[src/mbrtu_pkg.sv]
package mbrtu_pkg;

    localparam logic [15:0] CRC_INIT  = 16'hFFFF;
    localparam logic [15:0] CRC_POLY  = 16'hA001;
    localparam logic [7:0]  FUNC_READ = 8'd3;
    localparam logic [15:0] LOW_MASK  = 16'h00FF;
    localparam int          FRAME_EXTRA = 5;

    localparam logic [7:0]  DEV_ADDR_RESET = 8'd1;
    localparam logic [15:0] TIMEOUT_RESET  = 16'd100;
    localparam logic [16:0] TICK_MAX       = 17'h1FFFF;

    typedef enum logic [1:0] {
        KIND_START = 2'd0,
        KIND_BYTE  = 2'd1,
        KIND_TICK  = 2'd2
    } in_kind_t;

    typedef enum logic [1:0] {
        OUT_TX     = 2'd0,
        OUT_VALUE  = 2'd1,
        OUT_STATUS = 2'd2
    } out_kind_t;

    typedef enum logic [1:0] {
        STAT_OK      = 2'd0,
        STAT_TIMEOUT = 2'd1,
        STAT_CRC     = 2'd2
    } status_t;

    typedef enum logic [0:0] {
        REG_DEV_ADDR = 1'd0,
        REG_TIMEOUT  = 1'd1
    } cfg_reg_t;

    // output sequencer
    typedef enum logic [3:0] {
        SEQ_IDLE   = 4'b0001,
        SEQ_FRAME  = 4'b0010,
        SEQ_DATA   = 4'b0100,
        SEQ_STATUS = 4'b1000
    } seq_state_t;

    // one byte through the reflected crc-16, eight shift steps
    function automatic logic [15:0] crc_byte(input logic [15:0] crc, input logic [7:0] b);
        logic [15:0] c;
        c = crc ^ {8'h00, b};
        for (int k = 0; k < 8; k++) begin
            if (c[0]) begin
                c = (c >> 1) ^ CRC_POLY;
            end else begin
                c = c >> 1;
            end
        end
        return c;
    endfunction

endpackage

[src/modbus_rtu_register_read_master_unit.sv]
// Modbus RTU read-holding-registers master. A start beat (tuser 0) sends the
// 8-byte request as eight result beats, one per cycle while the receiver is
// ready, with the crc built up as the bytes go out. Received bytes (tuser 1)
// and millisecond ticks (tuser 2) are taken one per cycle and give no result
// until the response completes or times out; then the values (one 32-bit beat
// per word pair, or the single register) follow one per cycle while the
// receiver is ready, closed by a status beat. Every input beat waits while
// results are still going out and is taken again in the cycle the final
// result beat leaves. This is set by the single result register: a start is
// held for its frame beats, a completed frame for its value beats and status,
// and a timeout or crc error for the status beat. All other beats pass at one
// per cycle. The crc of a received byte is checked in the cycle it arrives.
module modbus_rtu_register_read_master_unit #(
    parameter int MAX_WORDS = 8
) (
    input  logic        aclk,
    input  logic        aresetn,
    // register_address[15:0], word_count[19:16], rx_byte[27:20], zero fill
    input  logic [31:0] s_tdata,
    // kind[1:0]
    input  logic [1:0]  s_tuser,
    input  logic        s_tvalid,
    output logic        s_tready,
    // tx_byte[7:0], value[39:8], status[41:40], zero fill
    output logic [47:0] m_tdata,
    // out_kind[1:0]
    output logic [1:0]  m_tuser,
    output logic        m_tlast,
    output logic        m_tvalid,
    input  logic        m_tready,
    input  logic        cfg_wr_en,
    input  logic [0:0]  cfg_index,
    input  logic [15:0] cfg_wdata
);
    import mbrtu_pkg::*;

    // the word count field is 4 bits, so at most 15 words can be asked for
    localparam int EFF_MAX = (MAX_WORDS < 15) ? MAX_WORDS : 15;
    localparam int PAIRS   = (EFF_MAX / 2 > 0) ? EFF_MAX / 2 : 1;
    localparam int PW      = (PAIRS > 1) ? $clog2(PAIRS) : 1;
    localparam logic [3:0] MAXW = 4'(EFF_MAX);

    logic [7:0]  dev_addr_reg;
    logic [15:0] timeout_reg;

    logic        waiting_reg, waiting_next;
    logic [3:0]  wc_reg, wc_next;
    logic [5:0]  bytes_reg, bytes_next;
    logic [16:0] ticks_reg, ticks_next;
    logic [15:0] run_crc_reg, run_crc_next;
    logic [7:0]  crc_lo_reg, crc_lo_next;
    logic [15:0] addr_reg, addr_next;

    seq_state_t  seq_reg, seq_next;
    logic [2:0]  beat_reg, beat_next;
    logic [15:0] tx_crc_reg, tx_crc_next;
    logic [PW-1:0] pair_reg, pair_next;
    status_t     stat_reg, stat_next;

    logic [31:0] val_mem [PAIRS];

    logic        s_acc, m_acc;
    in_kind_t    in_kind;
    logic [15:0] in_addr;
    logic [3:0]  in_wc, eff_wc;
    logic [7:0]  in_byte;
    logic [5:0]  nd;
    logic [5:0]  off;
    logic        data_wr;
    logic [15:0] rx_crc;
    logic        good;
    logic [17:0] limit;
    logic [16:0] ticks_inc;
    logic [7:0]  frame_byte;
    logic [PW-1:0] last_pair;
    logic [31:0] cur_val;

    assign in_kind = in_kind_t'(s_tuser);
    assign in_addr = s_tdata[15:0];
    assign in_wc   = s_tdata[19:16];
    assign in_byte = s_tdata[27:20];

    assign m_tvalid = (seq_reg != SEQ_IDLE);
    assign m_tlast  = (seq_reg == SEQ_STATUS) || ((seq_reg == SEQ_FRAME) && (beat_reg == 3'd7));
    assign s_tready = (seq_reg == SEQ_IDLE) || (m_tready && m_tlast);
    assign s_acc    = s_tvalid && s_tready;
    assign m_acc    = m_tvalid && m_tready;

    always_comb begin
        if (in_wc == 4'd0) begin
            eff_wc = 4'd1;
        end else if (in_wc > MAXW) begin
            eff_wc = MAXW;
        end else begin
            eff_wc = in_wc;
        end
        if (eff_wc > 4'd1) begin
            eff_wc = {eff_wc[3:1], 1'b0};
        end
    end

    assign nd        = {1'b0, wc_reg, 1'b0};
    assign off       = bytes_reg - 6'd3;
    assign data_wr   = s_acc && (in_kind == KIND_BYTE) && waiting_reg &&
                       (bytes_reg >= 6'd3) && (bytes_reg < nd + 6'd3);
    assign rx_crc    = crc_byte(run_crc_reg, in_byte);
    assign good      = ({8'h00, crc_lo_reg} == (run_crc_reg & LOW_MASK)) &&
                       (in_byte == run_crc_reg[15:8]);
    assign limit     = {2'b00, timeout_reg} + {13'd0, wc_reg, 1'b0} + 18'(FRAME_EXTRA);
    assign ticks_inc = (ticks_reg == TICK_MAX) ? ticks_reg : ticks_reg + 17'd1;
    assign last_pair = (wc_reg == 4'd1) ? PW'(0) : PW'((wc_reg >> 1) - 4'd1);

    always_comb begin
        case (beat_reg)
            3'd0:    frame_byte = dev_addr_reg;
            3'd1:    frame_byte = FUNC_READ;
            3'd2:    frame_byte = addr_reg[15:8];
            3'd3:    frame_byte = addr_reg[7:0];
            3'd4:    frame_byte = 8'h00;
            3'd5:    frame_byte = {4'h0, wc_reg};
            3'd6:    frame_byte = tx_crc_reg[7:0];
            default: frame_byte = tx_crc_reg[15:8];
        endcase
    end

    // a single register leaves only its two bytes in the low half
    assign cur_val = (wc_reg == 4'd1) ? {16'h0000, val_mem[pair_reg][15:0]} : val_mem[pair_reg];

    always_comb begin
        m_tdata = '0;
        m_tuser = OUT_TX;
        case (seq_reg)
            SEQ_FRAME: begin
                m_tuser      = OUT_TX;
                m_tdata[7:0] = frame_byte;
            end
            SEQ_DATA: begin
                m_tuser       = OUT_VALUE;
                m_tdata[39:8] = cur_val;
            end
            SEQ_STATUS: begin
                m_tuser        = OUT_STATUS;
                m_tdata[41:40] = stat_reg;
            end
            default: begin
                m_tuser = OUT_TX;
            end
        endcase
    end

    always_comb begin
        waiting_next = waiting_reg;
        wc_next      = wc_reg;
        bytes_next   = bytes_reg;
        ticks_next   = ticks_reg;
        run_crc_next = run_crc_reg;
        crc_lo_next  = crc_lo_reg;
        addr_next    = addr_reg;
        seq_next     = seq_reg;
        beat_next    = beat_reg;
        tx_crc_next  = tx_crc_reg;
        pair_next    = pair_reg;
        stat_next    = stat_reg;

        if (m_acc) begin
            case (seq_reg)
                SEQ_FRAME: begin
                    beat_next = beat_reg + 3'd1;
                    if (beat_reg < 3'd6) begin
                        tx_crc_next = crc_byte(tx_crc_reg, frame_byte);
                    end
                    if (beat_reg == 3'd7) begin
                        seq_next = SEQ_IDLE;
                    end
                end
                SEQ_DATA: begin
                    if (pair_reg == last_pair) begin
                        seq_next  = SEQ_STATUS;
                        stat_next = STAT_OK;
                    end else begin
                        pair_next = pair_reg + PW'(1);
                    end
                end
                default: begin
                    seq_next = SEQ_IDLE;
                end
            endcase
        end

        if (s_acc) begin
            case (in_kind)
                KIND_START: begin
                    waiting_next = 1'b1;
                    wc_next      = eff_wc;
                    bytes_next   = '0;
                    ticks_next   = '0;
                    run_crc_next = CRC_INIT;
                    crc_lo_next  = '0;
                    addr_next    = in_addr;
                    seq_next     = SEQ_FRAME;
                    beat_next    = '0;
                    tx_crc_next  = CRC_INIT;
                end
                KIND_BYTE: begin
                    if (waiting_reg) begin
                        if (bytes_reg < nd + 6'd3) begin
                            run_crc_next = rx_crc;
                        end else if (bytes_reg == nd + 6'd3) begin
                            crc_lo_next = in_byte;
                        end
                        bytes_next = bytes_reg + 6'd1;
                        if (bytes_reg == nd + 6'd4) begin
                            waiting_next = 1'b0;
                            if (good) begin
                                seq_next  = SEQ_DATA;
                                pair_next = '0;
                            end else begin
                                seq_next  = SEQ_STATUS;
                                stat_next = STAT_CRC;
                            end
                        end
                    end
                end
                KIND_TICK: begin
                    if (waiting_reg) begin
                        ticks_next = ticks_inc;
                        if ({1'b0, ticks_inc} >= limit) begin
                            waiting_next = 1'b0;
                            seq_next     = SEQ_STATUS;
                            stat_next    = STAT_TIMEOUT;
                        end
                    end
                end
                default: begin
                    waiting_next = waiting_reg;
                end
            endcase
        end
    end

    always_ff @(posedge aclk) begin
        if (!aresetn) begin
            dev_addr_reg <= DEV_ADDR_RESET;
            timeout_reg  <= TIMEOUT_RESET;
            waiting_reg  <= 1'b0;
            wc_reg       <= '0;
            bytes_reg    <= '0;
            ticks_reg    <= '0;
            run_crc_reg  <= CRC_INIT;
            crc_lo_reg   <= '0;
            seq_reg      <= SEQ_IDLE;
            beat_reg     <= '0;
            pair_reg     <= '0;
            stat_reg     <= STAT_OK;
        end else begin
            if (cfg_wr_en) begin
                case (cfg_reg_t'(cfg_index))
                    REG_DEV_ADDR: dev_addr_reg <= cfg_wdata[7:0];
                    default:      timeout_reg  <= cfg_wdata;
                endcase
            end
            waiting_reg <= waiting_next;
            wc_reg      <= wc_next;
            bytes_reg   <= bytes_next;
            ticks_reg   <= ticks_next;
            run_crc_reg <= run_crc_next;
            crc_lo_reg  <= crc_lo_next;
            seq_reg     <= seq_next;
            beat_reg    <= beat_next;
            pair_reg    <= pair_next;
            stat_reg    <= stat_next;
        end
    end

    always_ff @(posedge aclk) begin
        addr_reg   <= addr_next;
        tx_crc_reg <= tx_crc_next;
    end

    // data bytes land in their lane of the word-pair value
    always_ff @(posedge aclk) begin
        if (data_wr) begin
            case (off[1:0])
                2'd0:    val_mem[off[PW+1:2]][15:8]  <= in_byte;
                2'd1:    val_mem[off[PW+1:2]][7:0]   <= in_byte;
                2'd2:    val_mem[off[PW+1:2]][31:24] <= in_byte;
                default: val_mem[off[PW+1:2]][23:16] <= in_byte;
            endcase
        end
    end

    a_start_frame: assert property (@(posedge aclk) disable iff (!aresetn)
        s_acc && (in_kind == KIND_START) |=> m_tvalid && (m_tuser == OUT_TX) && (beat_reg == 3'd0))
        else $error("start did not open a request frame");

    a_stall_busy: assert property (@(posedge aclk) disable iff (!aresetn)
        !s_tready |-> m_tvalid)
        else $error("input stalled with nothing to deliver");

    a_rx_bound: assert property (@(posedge aclk) disable iff (!aresetn)
        waiting_reg |-> (bytes_reg < nd + 6'd5) && (wc_reg != 4'd0))
        else $error("receive count ran past the expected frame");

    a_no_orphan: assert property (@(posedge aclk) disable iff (!aresetn)
        m_acc && m_tlast |=> !m_tvalid || $past(s_acc))
        else $error("results appeared without an accepted item");

endmodule

[config.mk]
export PLATFORM = sky130hd
export DESIGN_NAME = modbus_rtu_register_read_master_unit
export DESIGN_NICKNAME = d
export VERILOG_FILES = /design/src/mbrtu_pkg.sv /design/src/modbus_rtu_register_read_master_unit.sv
export SDC_FILE = /design/constraint.sdc
export NUM_CORES = 1
export LEC_CHECK = 0
export ABC_CLOCK_PERIOD_IN_PS = 8000
export BUFFER_PORTS_ARGS = -buffer_cell sky130_fd_sc_hd__buf_2
export CAP_MARGIN = 20
export CELL_PAD_IN_SITES_DETAIL_PLACEMENT = 0
export CELL_PAD_IN_SITES_GLOBAL_PLACEMENT = 1
export CORE_MARGIN = 3
export CORE_UTILIZATION = 53
export CTS_BUF_LIST = sky130_fd_sc_hd__clkbuf_4
export DETAILED_ROUTE_END_ITERATION = 7
export GPL_TIMING_DRIVEN = 0
export HOLD_SLACK_MARGIN = 0.12
export PLACE_DENSITY_LB_ADDON = 0.1
export REMOVE_ABC_BUFFERS = 1
export SYNTH_ARGS = -nofsm -noshare
export SYNTH_HDL_FRONTEND = slang
export SYNTH_SLANG_ARGS = --single-unit
[constraint.sdc]
create_clock -name aclk -period 8 [get_ports aclk]
set_input_delay 2 -clock aclk [delete_from_list [all_inputs] [get_ports aclk]]
set_output_delay 2 -clock aclk [all_outputs]
set_load 0.05 [all_outputs]
==> impl_metrics.py <==
metrics = {
    "clock_tree": {
        "clk_pin_slew_worst_paths_ps": 50,
        "cts.root.buffer_cell": "clkbuf_4",
        "clkSinkCount": 247,
        "tritoncts": "done",
        "post_cts_resized": 0,
        "clk_path_buf_depth": 3,
        "post_cts_buffers": 0,
        "clk_latency_ps": 680,
        "htree_levels": 3,
        "cts_hold_buf": 0,
        "cts_buffers": 68,
    },
    "logic_synthesis": {
        "synth_area_mm2": 0.01223,
        "syn-instance-count": 1100,
        "ys.flop_type": "edfxtp_1",
        "synth-edff-count": 144,
        "avgSynthCellArea_um2": 11.12,
        "yosys_warnings": 0,
        "yosysSeqAreaShare_pct": 52.21,
        "synth_cell_types": 71,
        "async_flop_share_pct": 0,
        "ys_seq_elements": 247,
    },
    "floorplanning": {
        "num_rows": 54,
        "initial_utilization_pct": 55.02,
        "fp.dieH_um": 157.9,
        "die_area_mm2": 0.02494,
        "ioPinCount": 109,
        "fp.coreArea_mm2": 0.02223,
        "die_w_um": 157.9,
    },
    "timing": {
        "tns_ps": 0,
        "worst_pin_slew_ps": 1038,
        "setup_ws_ps": 2850,
        "finalHoldViolCount": 0,
        "fin_crit_ps": 5150,
        "min_period_over_period_pct": 64.37,
        "maxSlewViolCount": 0,
        "skew_ps": 33.53,
        "slew_headroom_pct": 30.79,
        "setup_viol": 0,
        "fmax_ghz": 0.1942,
        "rsz0062_at_grt": "false",
    },
    "setup_path": {
        "path_max_fanout": 16,
        "critPathLaunchType": "primary input",
        "r2r_setup_slack_ps": 3130,
        "crit_end": "val_mem[0][3]",
        "end_kind": "flop",
        "critPathArrivalTime_ps": 5430,
        "reg2reg_depth": 19,
        "r2r_end": "seq_reg[0]",
        "worstReg2RegStart": "wc_reg[1]",
        "worstSetupStartpoint": "m_tready",
        "critical_path_class": "primary input to flop",
        "cp_data_required_time_ps": 8280,
    },
    "global_route": {
        "grt_usage_pct": 21.32,
        "antenna_found_initial": 3,
        "grt.overflow.total": 0,
        "grt_pass1_vias": 8332,
        "grt_pass1_wl_mm": 41.97,
        "grt_max_degree": 47,
    },
    "placed_design": {
        "dp.cells": 1428,
        "placement.io_buffers": 97,
        "dp_hpwl_mm": 17.25,
        "globalplace.congestion": 0.7887,
        "pre_cts_slack_ps": 2112,
    },
    "layout": {
        "synthToLayoutAreaGrowth_pct": 12.78,
        "layout_commonest_cell": "nand2_1",
        "final_cell_mix": "145 x nand2_1, 144 x edfxtp_1, 101 x dfxtp_1",
        "largest_reg_flops": 128,
        "nets": 1326,
        "final_cell_count_no_fill": 1555,
        "fillers": 1834,
        "drive_gt1_share_pct": 20.35,
    },
    "power_and_ir_drop": {
        "p_seq_share_pct": 50.4,
        "net-switching-power_uw": 678.4,
        "irDropWorstVdd_mv": 0.1389,
        "leakage_uw": 0.005306,
        "power_frac_comb_pct": 8.8,
        "powerDensity_mw_per_mm2": 200.1,
        "power_frac_clock_pct": 40.8,
        "p_total_uw": 2760,
        "netSwitchingFraction_pct": 24.58,
        "cellInternalPower_uw": 2081,
    },
    "detailed_routing": {
        "wl_per_cell_um": 16.83,
        "drc": 0,
        "dr.pass1.iters": 5,
        "vias": 8592,
        "first_iter_violations": 476,
        "vias_per_cell": 5.525,
        "totalWireLength_mm": 26.17,
        "ant_nets": 0,
    },
    "outcome": {
        "outcome": "finished clean",
    },
    "hold_path": {
        "min_path_type": "flop to flop",
    },
    "flow_run": {
        "maxCapViolCount": 0,
    },
}
synthesized netlist by cell type (3+ instances only):
cell        n  share of area, %
nand3_1    33               1.4
nand2b_1    9              0.46
nor3_1     14              0.57
a21boi_0   36               2.2
o211ai_1   10              0.61
a22oi_1    12              0.74
o21a_1      4              0.25
ha_1       50               5.1
or3_1       4              0.20
and2_1     25               1.3
a222oi_1    4              0.33
nand3b_1    3              0.18
nor2b_1    19              0.97
buf_1       5              0.15
dfxtp_1   103                17
inv_1      29              0.89
edfxtp_1  144                35
a21oi_1    24              0.98
a311oi_1    3              0.21
clkbuf_1   41               1.3
o21ai_0    39               1.6
xor2_1     35               2.5
nand2_1   145               4.5
a211oi_1    5              0.31
xnor2_1    59               4.2
nor4_1      3              0.15
buf_2       3              0.12
a21o_1     13              0.80
mux2_2      6              0.55
a31oi_1     9              0.46
nor3b_1     4              0.25
nor2_1     77               2.4
mux4_2     32               5.9
and3_1     25               1.3
nand4_1    11              0.56
buf_4       6              0.37
o22ai_1    16              0.82
worst max-delay path, stage by stage:
cell and delay, ps:
buf_2 190, nand4b_1 110, a21o_1 210, a211oi_2 440, nand3_1 310, or4b_1 890
a21oi_1 420, nand2_1 180, nor2_1 660
cell type report:
type,instances,area (µm²),share of cell area [%]
multi-input combinational,772,5499,39.87
tap,280,350.3,2.540
clock inverter,24,130.1,0.9434
antenna,2,5.005,0.03628
inverter,29,108.9,0.7892
sequential,247,6389,46.32
timing repair buffer,101,560.5,4.064
clock buffer,100,750.7,5.443
worst min-delay path by stage:
stage / start / cells past startpoint / end
2_1_floorplan: dev_addr_reg[0] / 2 / dev_addr_reg[0]
3_3_place_gp: timeout_reg[4] / 2 / timeout_reg[4]
3_5_place_dp: timeout_reg[4] / 2 / timeout_reg[4]
4_1_cts: timeout_reg[4] / 2 / timeout_reg[4]
5_1_grt: tx_crc_reg[10] / 2 / tx_crc_reg[2]
6_report: timeout_reg[4] / 2 / timeout_reg[4]
through the flow:
step	hold slack, ps	area (µm²)	utilization (%)
after floorplan	439.6	11990	-
after global placement	460.6	12830	57.72
final	463.1	13790	62.05
after CTS	470.0	13760	61.90
after detailed placement	460.8	12880	57.94
after global routing	501.9	13790	62.05
layer usage:
layer	vias up	global-route usage [%]	part of all wire [%]
met4	2	8.388	2.9
met2	223	35.95	49
met1	4052	26.59	43
met3	68	5.167	5.4
met5	-	0	0.050
li1	4247	-	-
cells by family (layout without fill, tap and decap cells):
group | Yosys count | after routing | synth area share [%]
AO/OA/AOI/OAI | 195 | 195 | 10.78
AND/OR/NAND/NOR | 382 | 382 | 14.79
flip-flops | 247 | 247 | 52.21
multiplexers | 41 | 41 | 6.731
adder cells (fa/ha/maj) | 51 | 51 | 5.279
buffers and inverters | 86 | 254 | 2.977
XOR/XNOR | 97 | 97 | 7.192
other | 1 | 8 | 0.03066
power groups by stage:
stage	logic, µW	registers [µW]	clock network, µW
global route	269	1390	1240
finish	243	1390	1130
detailed placement	243	1420	0
floorplan	176	1410	0
CTS	245	1390	1170
global placement	240	1420	0
(Power assumes the default switching activity.)
